[config.mk]
export PLATFORM = sky130hd
export DESIGN_NAME = rgb_hsl_lightness_saturation_top
export DESIGN_NICKNAME = d
export VERILOG_FILES = /design/src/hdl/rhls_pkg.sv /design/src/hdl/rhls_front.sv /design/src/hdl/rhls_div_cell.sv /design/src/hdl/rgb_hsl_lightness_saturation_top.sv
export SDC_FILE = /design/constraint.sdc
export NUM_CORES = 1
export LEC_CHECK = 0
export BUFFER_PORTS_ARGS = -buffer_cell sky130_fd_sc_hd__buf_2
export CORE_ASPECT_RATIO = 1.5
export CORE_UTILIZATION = 60
export CTS_BUF_LIST = sky130_fd_sc_hd__clkbuf_4 sky130_fd_sc_hd__clkbuf_8 sky130_fd_sc_hd__clkbuf_16
export CTS_CLUSTER_SIZE = 20
export DETAILED_ROUTE_END_ITERATION = 10
export PLACE_DENSITY = 0.74
export SLEW_MARGIN = 25
export SYNTH_ARGS = -nofsm -noshare
export SYNTH_HDL_FRONTEND = slang
export SYNTH_SLANG_ARGS = --single-unit
[constraint.sdc]
create_clock -name clock -period 9.4 [get_ports clock]
set_clock_uncertainty 0.1 [all_clocks]
set_input_delay 0 -clock clock [delete_from_list [all_inputs] [get_ports clock]]
set_output_delay 0 -clock clock [all_outputs]
set_load 0.01 [all_outputs]
[src/hdl/rhls_pkg.sv]
// shared types and constants for the rgb lightness and saturation block
package rhls_pkg;

   localparam int CHAN_W    = 8;
   localparam int NUM_CELLS = CHAN_W;        // one quotient bit per cell
   localparam int WORD_W    = 2 * CHAN_W;    // remainder and quotient word

   localparam logic [CHAN_W-1:0] SCALE        = 8'd255;
   localparam logic [CHAN_W-1:0] BRIGHT_LIMIT = 8'd128;
   localparam logic [CHAN_W:0]   BRIGHT_BASE  = 9'd511;

   // item travelling down the divider row
   typedef struct packed {
      logic [WORD_W-1:0] word;   // partial remainder above, numerator then quotient bits below
      logic [CHAN_W-1:0] dvs;
      logic [CHAN_W-1:0] light;
      logic              black;
   } rhls_cell_type;

endpackage

[src/hdl/rhls_front.sv]
// front stage: channel min and max, lightness, divisor and scaled span
module rhls_front
   import rhls_pkg::*;
(
   input  logic                 clock,
   input  logic                 reset,
   input  logic                 up_valid,
   output logic                 up_ready,
   input  logic [CHAN_W-1:0]    red,
   input  logic [CHAN_W-1:0]    green,
   input  logic [CHAN_W-1:0]    blue,
   output logic                 dn_valid,
   input  logic                 dn_ready,
   output rhls_cell_type        dn_data
);

   logic [CHAN_W-1:0] hi_rg, lo_rg, hi, lo, span, light;
   logic [CHAN_W:0]   sum, bright_dvs;
   logic              valid_ff;
   rhls_cell_type     data_ff, data_in;

   always_comb begin
      hi_rg = (red > green) ? red : green;
      lo_rg = (red < green) ? red : green;
      hi    = (hi_rg > blue) ? hi_rg : blue;
      lo    = (lo_rg < blue) ? lo_rg : blue;
      sum   = {1'b0, hi} + {1'b0, lo};
      span  = hi - lo;
      light = sum[CHAN_W:1];
      bright_dvs = BRIGHT_BASE - sum;
      data_in.word  = WORD_W'(span * SCALE);
      // bright branch divisor is 1..255, dark branch is the sum itself
      data_in.dvs   = (light >= BRIGHT_LIMIT) ? bright_dvs[CHAN_W-1:0] : sum[CHAN_W-1:0];
      data_in.light = light;
      data_in.black = (sum == '0);
   end

   assign up_ready = !valid_ff || dn_ready;
   assign dn_valid = valid_ff;
   assign dn_data  = data_ff;

   always_ff @(posedge clock) begin
      if (reset) begin
         valid_ff <= 1'b0;
      end else if (up_ready) begin
         valid_ff <= up_valid;
      end
   end

   always_ff @(posedge clock) begin
      if (up_valid && up_ready) begin
         data_ff <= data_in;
      end
   end

endmodule

[src/hdl/rhls_div_cell.sv]
// one restoring division step: yields one quotient bit per item
module rhls_div_cell
   import rhls_pkg::*;
(
   input  logic          clock,
   input  logic          reset,
   input  logic          up_valid,
   output logic          up_ready,
   input  rhls_cell_type up_data,
   output logic          dn_valid,
   input  logic          dn_ready,
   output rhls_cell_type dn_data
);

   logic [CHAN_W:0] trial, rest;
   logic            qbit, valid_ff;
   rhls_cell_type   data_ff, data_in;

   always_comb begin
      trial = up_data.word[WORD_W-1:CHAN_W-1];
      qbit  = (trial >= {1'b0, up_data.dvs});
      rest  = qbit ? (trial - {1'b0, up_data.dvs}) : trial;
      data_in = up_data;
      // remainder stays below the divisor, so its top bit is always clear
      data_in.word = {rest[CHAN_W-1:0], up_data.word[CHAN_W-2:0], qbit};
   end

   assign up_ready = !valid_ff || dn_ready;
   assign dn_valid = valid_ff;
   assign dn_data  = data_ff;

   always_ff @(posedge clock) begin
      if (reset) begin
         valid_ff <= 1'b0;
      end else if (up_ready) begin
         valid_ff <= up_valid;
      end
   end

   always_ff @(posedge clock) begin
      if (up_valid && up_ready) begin
         data_ff <= data_in;
      end
   end

endmodule

[src/hdl/rgb_hsl_lightness_saturation_top.sv]
// top level of the rgb to hsl lightness and saturation block
//
// usage
//   req channel: one rgb pixel per item (req_red, req_green, req_blue),
//   taken when req_valid and req_ready are both high
//   rsp channel: hsl lightness and saturation of that pixel, offered on
//   rsp_valid and taken when rsp_ready is high
//   pipeline: registered in the front stage (min, max, divisor, 255 times
//   span) and then in each of the 8 division cells
//   throughput: one item per clock cycle while rsp_ready stays high,
//   set by the row of division cells, each of which resolves one
//   quotient bit of every item
//   reset: synchronous and active high, empties every stage, no result
//   is offered in the cycle after it
//   stall: while rsp_ready is low the last cell holds its result; each
//   stage further up keeps accepting as long as the stage below it has
//   room, so req_ready only falls once the whole row is full
//   black pixels give saturation zero, gray pixels fall out as zero
module rgb_hsl_lightness_saturation_top
   import rhls_pkg::*;
(
   input  logic              clock,
   input  logic              reset,
   input  logic              req_valid,
   output logic              req_ready,
   input  logic [CHAN_W-1:0] req_red,
   input  logic [CHAN_W-1:0] req_green,
   input  logic [CHAN_W-1:0] req_blue,
   output logic              rsp_valid,
   input  logic              rsp_ready,
   output logic [CHAN_W-1:0] rsp_lightness,
   output logic [CHAN_W-1:0] rsp_chroma_saturation
);

   // stage k feeds cell k; stage NUM_CELLS is the output register
   logic          stage_valid [NUM_CELLS+1];
   logic          stage_ready [NUM_CELLS+1];
   rhls_cell_type stage_data  [NUM_CELLS+1];

   rhls_front u_front (
      .clock    (clock),
      .reset    (reset),
      .up_valid (req_valid),
      .up_ready (req_ready),
      .red      (req_red),
      .green    (req_green),
      .blue     (req_blue),
      .dn_valid (stage_valid[0]),
      .dn_ready (stage_ready[0]),
      .dn_data  (stage_data[0])
   );

   // row of identical division cells, most significant quotient bit first
   for (genvar k = 0; k < NUM_CELLS; k++) begin : g_cell
      rhls_div_cell u_cell (
         .clock    (clock),
         .reset    (reset),
         .up_valid (stage_valid[k]),
         .up_ready (stage_ready[k]),
         .up_data  (stage_data[k]),
         .dn_valid (stage_valid[k+1]),
         .dn_ready (stage_ready[k+1]),
         .dn_data  (stage_data[k+1])
      );
   end

   assign stage_ready[NUM_CELLS] = rsp_ready;
   assign rsp_valid              = stage_valid[NUM_CELLS];
   assign rsp_lightness          = stage_data[NUM_CELLS].light;
   // divisor of a black pixel is zero, so its quotient bits mean nothing
   assign rsp_chroma_saturation  = stage_data[NUM_CELLS].black ? '0
                                 : stage_data[NUM_CELLS].word[CHAN_W-1:0];

endmodule

# Yosys cells after proc, flatten, opt, wreduce, memory -nomap -nowiden
# Cells that the tools add are included.
[word_totals] regBits=290 inputBits=28 output_inout_bits=18 elab_cells=109
[op_classes] n_addsub=10 multipliers=1 magnitude_cmp=13 muxes=13 reduce_logical=28
[ops] operator="two-way mux 8 bit" n=13
[ops] operator=">= comparator 9 x 8 -> 1 bit" n=8
[ops] operator="subtractor 8 bit" n=8
[ops] operator="> comparator 8 bit" n=2
[ops] operator="< comparator 8 bit" n=2
[ops] operator="multiplier 8 x 8 -> 16 bit, second input constant" n=1
[ops] operator="adder 8 x 8 -> 9 bit" n=1
[ops] operator="logical AND 1 bit" n=9
[ops] operator="zero test 1 bit" n=9
[ops] operator="zero test 9 bit" n=1
[ops] operator="logical OR 1 bit" n=9
[ops] operator=">= comparator 8 bit, second input constant" n=1
[ops] operator="subtractor 8 bit, first input constant" n=1

# Logic depth before layout (Yosys ltp)
# Gate-level depths: netlist (run 1).
[depth] ltp_word=11 mapped_depth=40 mapped_depth_nobuf=39

# By module
# A second synthesis (run 1) with hierarchy kept.
[unflattened] hier_cells=1307 hier_area_um2=17102.7
[modules_own_cells] mod="rhls_div_cell (g_cell[0].u_cell ...)" instances=5 cells_per_inst=104 area_per_inst_um2=1571.5
[modules_own_cells] mod="rhls_div_cell (g_cell[3].u_cell ...)" instances=3 cells_per_inst=106 area_per_inst_um2=1551.5
[modules_own_cells] mod="rhls_front" instances=1 cells_per_inst=461 area_per_inst_um2=4540.6
[modules_own_cells] mod="rgb_hsl_lightness_saturation_top" instances=1 cells_per_inst=8 area_per_inst_um2=50.0

# Least setup slack after synthesis (run 1)
# OpenSTA, ideal clock, no wires.
[synth_timing] path_kind="in2reg" start="input port req_green[1]" end="register u_front.data_ff, in the netlist u_front.dn_data[32] (data pin)" arrival_ns=7.898 required_ns=9.040 path_slack_ns=1.143 path_stages=37 path_buffers=1 path_cell_list="inv_1 ha_1 nand2b_1 a21oi_1 nor2_1 o21ai_2 o21a_1 buf_2 mux2_2 ha_1 nor2b_1 o21a_1 o21a_1 o21ai_0 a21oi_1 mux2_2 ha_1 or2_4 a221oi_4 nor4_2 a211oi_4 xor2_2 xnor2_1 fa_1 inv_1 fa_1 inv_1 fa_1 inv_1 ha_1 o21a_1 o31a_1 o211ai_1 nand2_1 a2111o_1 a21oi_1 xnor2_1"
[synth_rtl] item="from (decl)" line="rgb_hsl_lightness_saturation_top.sv:27" rtl="input logic [CHAN_W-1:0] req_green,"
[synth_rtl] item="to (signal assigned)" line="rhls_front.sv:52" rtl="data_ff <= data_in;"
[synth_rtl] item="to (decl)" line="rhls_front.sv:20" rtl="rhls_cell_type data_ff, data_in;"

==> impl_metrics.tcl, run 1 <==
set metrics [dict create \
    status "complete, no violations" \
    fillers 1807 \
    rsz0062_at_grt "false" \
    critPathLaunchType "primary input" \
    multi_input_area_mm2 0.00616 \
    crit_required_ps 9580 \
    grt_pass1_vias 9457 \
    post_cts_resized 0 \
    synthArstFlopShare 0 \
    drt-initial-drc-count 247 \
    syn_inst 1186 \
    synth_top_area_share 0.544 \
    yosysMostFrequentCell "edfxtp_1" \
    synth_edf_count 281 \
    cts_buffers 25 \
    ant_nets 0 \
    clockBufferDepth 3 \
    end_kind "flip-flop" \
    track_usage 0.206 \
    start_util 0.615 \
    fin_crit_ps 8410 \
    die_h_um 199 \
    slowest_stage "fa_1" \
    layout_setup_ws_ps 992 \
    fin_crit_sh 0.895 \
    worst_slew_pin_slew_ps 640 \
    cts_hold_buf 5 \
    ys_top_cells_by_area "edfxtp_1, ha_1, mux2_2" \
    antenna_found_initial 0 \
    die_w_um 133 \
    cts_sinks 290 \
    min_path_cells 3 \
    drive_gt1_frac 0.152 \
    routedWlPerCell_um 16.3 \
    first_pass_iters 6 \
    cp_num_buf_inv 6 \
    via_count 8802 \
    avgSynthCellArea_um2 13.1 \
    fp.dieArea_mm2 0.0265 \
    slowest_delay_ps 550 \
    min-delay-start "req_blue[1]" \
    syn_area_mm2 0.0155 \
    place_ws_ps 506 \
    wl_mm 26.1 \
    hold_end "u_front.dn_data[1]" \
    crit_top_cell "ha_1" \
    cap_violations 0 \
    cts_setup_buffers 0 \
    setup_viol 0 \
    ys_types 59 \
    yosys_warnings 0 \
    slew_viol_final 0 \
    syn_nets 1385 \
    grt_max_degree 34 \
    tns_ps 0 \
    max_freq_ghz 0.119 \
    synthFlopType "edfxtp_1" \
    crit_type "primary input to flip-flop" \
    worst_r2r_endpoint "g_cell[1].u_cell.dn_data[31]" \
    synth_commonest_cells "edfxtp_1, inv_1, ha_1" \
    via_per_inst 5.49 \
    htree_levels 1 \
    gr-total-overflow 0 \
    worst-r2r-cell-count 9 \
    crit_family "adder cells" \
    reg2reg_slack_ps 6410 \
    yosysSeqAreaShare 0.556 \
    yosys_register_bits 290 \
    grt_pass1_wl_mm 42.9 \
    cts_tree "built" \
    num_rows 71 \
    hold_class "primary input to flip-flop" \
    r2r-start "g_cell[0].u_cell.dn_data[10]" \
    diodes 0 \
    critPathMaxFanout 9 \
    nNetsFinal 1454 \
    hold_viol 0 \
    relSlewSlack 0.574 \
    synth_top_area_cell "edfxtp_1" \
    drc 0 \
    coreArea_mm2 0.0252 \
    cts-root-buf "clkbuf_16" \
    clk_pin_slew_ps 70 \
    syn_to_final_growth_pct 9.99 \
    insertion_delay_ps 530 \
    worstPathArrival_ps 8580 \
    io_buffer_count 45 \
    place_congestion 0.864 \
    io_pins 46 \
    seq_area_mm2 0.00862 \
    dp_hpwl_mm 20.1 \
]
[final cells by class]
class | count | share of cell area
Sequential cell | 290 | 0.505
Multi-Input combinational cell | 703 | 0.361
Clock buffer | 28 | 0.0380
Inverter | 171 | 0.0376
Timing Repair Buffer | 64 | 0.0246
Tap cell | 328 | 0.0241
Clock inverter | 18 | 0.00968
[how the worst max path moves through the flow]
stage | end | cells past startpoint | slack [ps] | from
2_1_floorplan | u_front.dn_data[32] | 37 | 1140 | req_green[1]
3_3_place_gp | u_front.dn_data[32] | 37 | 700 | req_green[1]
3_5_place_dp | u_front.dn_data[32] | 37 | 510 | req_green[1]
4_1_cts | u_front.dn_data[32] | 37 | 1050 | req_green[1]
5_1_grt | u_front.dn_data[31] | 38 | 550 | req_green[2]
6_report | u_front.dn_data[31] | 38 | 990 | req_green[1]
[flip-flops by register name, summed over array words and instances, names as in the netlist]
name	flops
g_cell.u_cell.dn_data	248
u_front.dn_data	33
g_cell.u_cell.dn_valid	8
u_front.dn_valid	1
[worst reg2reg max path: stages, from the launching register on]
cell      delay (ps)
edfxtp_1         400
inv_1             60
ha_1             340
nor2b_1          150
o21ai_1          170
a21boi_1         150
o31ai_1          290
a21oi_1          190
a21oi_2          500
mux2_2           410
[through the flow]
step | area [µm²] | util | instances | hold slack (ps)
detailed placement | 16100 | 0.640 | 1549 | 188
global route | 17100 | 0.676 | 1602 | 127
CTS | 17000 | 0.674 | 1600 | 120
finish | 17100 | 0.676 | 1602 | 154
floorplan | 15500 | - | 1186 | 50.8
global placement | 16100 | 0.640 | 1549 | 185
[cell usage in the layout, fill, tap and decap left out, types with 7 or more instances in the layout]
cell type,netlist,layout
xnor2_1,43,43
ha_1,142,142
nor2_1,80,80
a211oi_1,7,7
clkbuf_16,0,25
buf_4,8,12
buf_2,11,45
mux2_2,61,61
o21ai_0,41,41
a21boi_1,7,7
nor2b_1,27,23
dfxtp_1,9,9
nand2b_1,20,20
a21o_1,7,7
fa_1,29,29
o21a_1,20,20
nand2_1,19,19
a21boi_0,12,9
inv_1,171,171
edfxtp_1,281,281
a21oi_1,48,47
nand4_1,18,18
mux2i_1,29,29
xor2_1,15,15
[metal layers]
metal / part of all wire / up-vias / GRT usage
met3: 0.020 / 74 / 0.0194
met5: 0 / - / 0
met4: 0.040 / 0 / 0.0947
met1: 0.32 / 4253 / 0.170
met2: 0.62 / 136 / 0.459
li1: - / 4339 / -
[cell families after synthesis]
family / count (synthesis) / synth area share
fa+ha+maj: 174 / 0.154
simple gates: 193 / 0.0623
flops: 290 / 0.556
compound gates: 182 / 0.0769
xor+xnor: 62 / 0.0369
mux: 92 / 0.0644
buf+inv: 193 / 0.0500
Power of run 1 is left out: the tool's default activity adds up to more than one toggle a clock period on the data nets, which glitch-free logic cannot reach.
==> inputs of run 2 (changes only) <==
--- a/config.mk
+++ b/config.mk
@@ -7,11 +7,11 @@
 export LEC_CHECK = 0
 export BUFFER_PORTS_ARGS = -buffer_cell sky130_fd_sc_hd__buf_2
 export CORE_ASPECT_RATIO = 1.5
-export CORE_UTILIZATION = 60
-export CTS_BUF_LIST = sky130_fd_sc_hd__clkbuf_4 sky130_fd_sc_hd__clkbuf_8 sky130_fd_sc_hd__clkbuf_16
+export CORE_UTILIZATION = 50
+export CTS_BUF_LIST = sky130_fd_sc_hd__clkbuf_16
 export CTS_CLUSTER_SIZE = 20
 export DETAILED_ROUTE_END_ITERATION = 10
-export PLACE_DENSITY = 0.74
+export PLACE_DENSITY = 0.63
 export SLEW_MARGIN = 25
 export SYNTH_ARGS = -nofsm -noshare
 export SYNTH_HDL_FRONTEND = slang
==> run 2 against run 1 <==
Flip-flop and latch count is the same. Clock-buffer cell count is 3 lower. Global-route usage fell by 4.3 points. Final area is essentially flat. Critical path depth down 2. Via count fell by 3.1%. Die area increased by 20%. Routed wire length is 6.5% lower. Non-clock buffer count fell by 4. Hold slack lost 74 ps. Setup slack improved by 150 ps.
==> impl_metrics.tcl, run 2 (same netlist as run 1, synthesis figures left out) <==
set metrics [dict create \
    placed_cells 1619 \
    coreArea_mm2 0.0304 \
    routedWlPerCell_um 14.6 \
    rsz0062_at_grt "false" \
    die_w_um 146 \
    tns_ps 0 \
    slew_viol_final 0 \
    first_pass_iters 5 \
    relSlewSlack 0.321 \
    dp_hpwl_mm 19.7 \
    diodes 0 \
    nNetsFinal 1450 \
    fin_cells 1669 \
    drc 0 \
    layout_commonest_cell "edfxtp_1" \
    cts_tree "built" \
    insertion_delay_ps 540 \
    syn_to_final_growth_pct 10.1 \
    place_congestion 0.837 \
    ant_nets 0 \
    critPathMaxFanout 9 \
    max_freq_ghz 0.121 \
    slowest_delay_ps 540 \
    clk_pin_slew_ps 70 \
    drt-initial-drc-count 296 \
    num_rows 78 \
    slowest_stage "fa_1" \
    clockBufferDepth 3 \
    cap_violations 0 \
    grt_pass1_vias 9038 \
    setup_viol 0 \
    layout_common_cells "edfxtp_1, inv_1, ha_1" \
    end_kind "flip-flop" \
    post_cts_resized 0 \
    worst_slew_pin_slew_ps 1020 \
    crit_type "primary input to flip-flop" \
    grt_pass1_wl_mm 41.1 \
    drive_gt1_frac 0.147 \
    largest_register_ffs 248 \
    cts-root-buf "clkbuf_16" \
    fillers 2518 \
    fin_crit_ps 8260 \
    critPathLaunchType "primary input" \
    cts_sinks 290 \
    grt_max_degree 34 \
    fin_crit_sh 0.879 \
    via_count 8529 \
    start_util 0.511 \
    crit_top_cell "ha_1" \
    htree_levels 1 \
    io_buffer_count 45 \
    fp.dieArea_mm2 0.0318 \
    hold_class "primary input to flip-flop" \
    crit_required_ps 9580 \
    io_pins 46 \
    antenna_found_initial 0 \
    worstPathArrival_ps 8450 \
    wl_mm 24.4 \
    via_per_inst 5.11 \
    status "complete, no violations" \
    cts_buffers 25 \
    hold_viol 0 \
    gr-total-overflow 0 \
    die_h_um 218 \
    track_usage 0.163 \
]
==> run 2: cell types whose count changed in the layout (fill, tap and decap cells not counted), sizes merged <==
cell,previous run,this run
clkinv,11,13
bufinv,2,1
buf,59,57
clkbuf,28,25
inv,173,176
dlygate4sd3,5,3
clkinvlp,3,1
==> run 2: worst max-delay path: cells and delay by family <==
kind            cells  cell delay [ps]
fa+ha+maj           8             3290
compound gates     14             2610
mux                 2              770
simple gates        4              720
buf+inv             6              640
xor+xnor            2              380
==> run 2: path summary, 6_finish.rpt <==
kind	start	to	slack [ps]	cells after the start
worst max-delay path	req_green[3]	u_front.dn_data[32]	1140	36
worst min-delay path	req_blue[6]	u_front.dn_data[16]	80	5
worst max register to register	g_cell[0].u_cell.dn_data[10]	g_cell[1].u_cell.dn_data[30]	6330	9
worst min register to register	g_cell[6].u_cell.dn_data[22]	g_cell[7].u_cell.dn_data[23]	310	0
==> run 2: layout make-up <==
cell class / instances / area (µm²) / area share
inverters: 171 / 642 / 0.0376
flip-flops and latches: 290 / 8620 / 0.505
repair buffers: 60 / 385 / 0.0226
multi-input cells: 703 / 6170 / 0.361
clock inverters: 20 / 141 / 0.00828
well taps: 400 / 500 / 0.0293
clock buffers: 25 / 626 / 0.0366
==> run 2: through the flow <==
step / area (µm²) / utilization / setup WS (ps) / hold WS, ps
after global placement: 16200 / 0.535 / 719 / 190
after CTS: 17000 / 0.561 / 1100 / 75.8
final: 17100 / 0.563 / 1140 / 80.3
after floorplan: 15500 / - / 1140 / 50.8
after global routing: 17100 / 0.563 / 545 / 104
after detailed placement: 16200 / 0.535 / 571 / 194
==> run 2: layer usage <==
| layer | part of all wire | track usage | up-vias | routed length (µm) |
|---|---|---|---|---|
| met5 | 0 | 0 | - | 0 |
| met4 | 0.027 | 0.0621 | 0 | 669 |
| met3 | 0.022 | 0.0167 | 40 | 526 |
| met2 | 0.64 | 0.375 | 98 | 15700 |
| met1 | 0.31 | 0.130 | 4064 | 7520 |
| li1 | - | - | 4327 | - |
==> run 2: what timing repair did <==
action,in CTS,in global routing
buffers inserted,0,0
hold endpoints to repair,42,0
hold buffers,3,0
Power of run 2 is left out for the same reason.
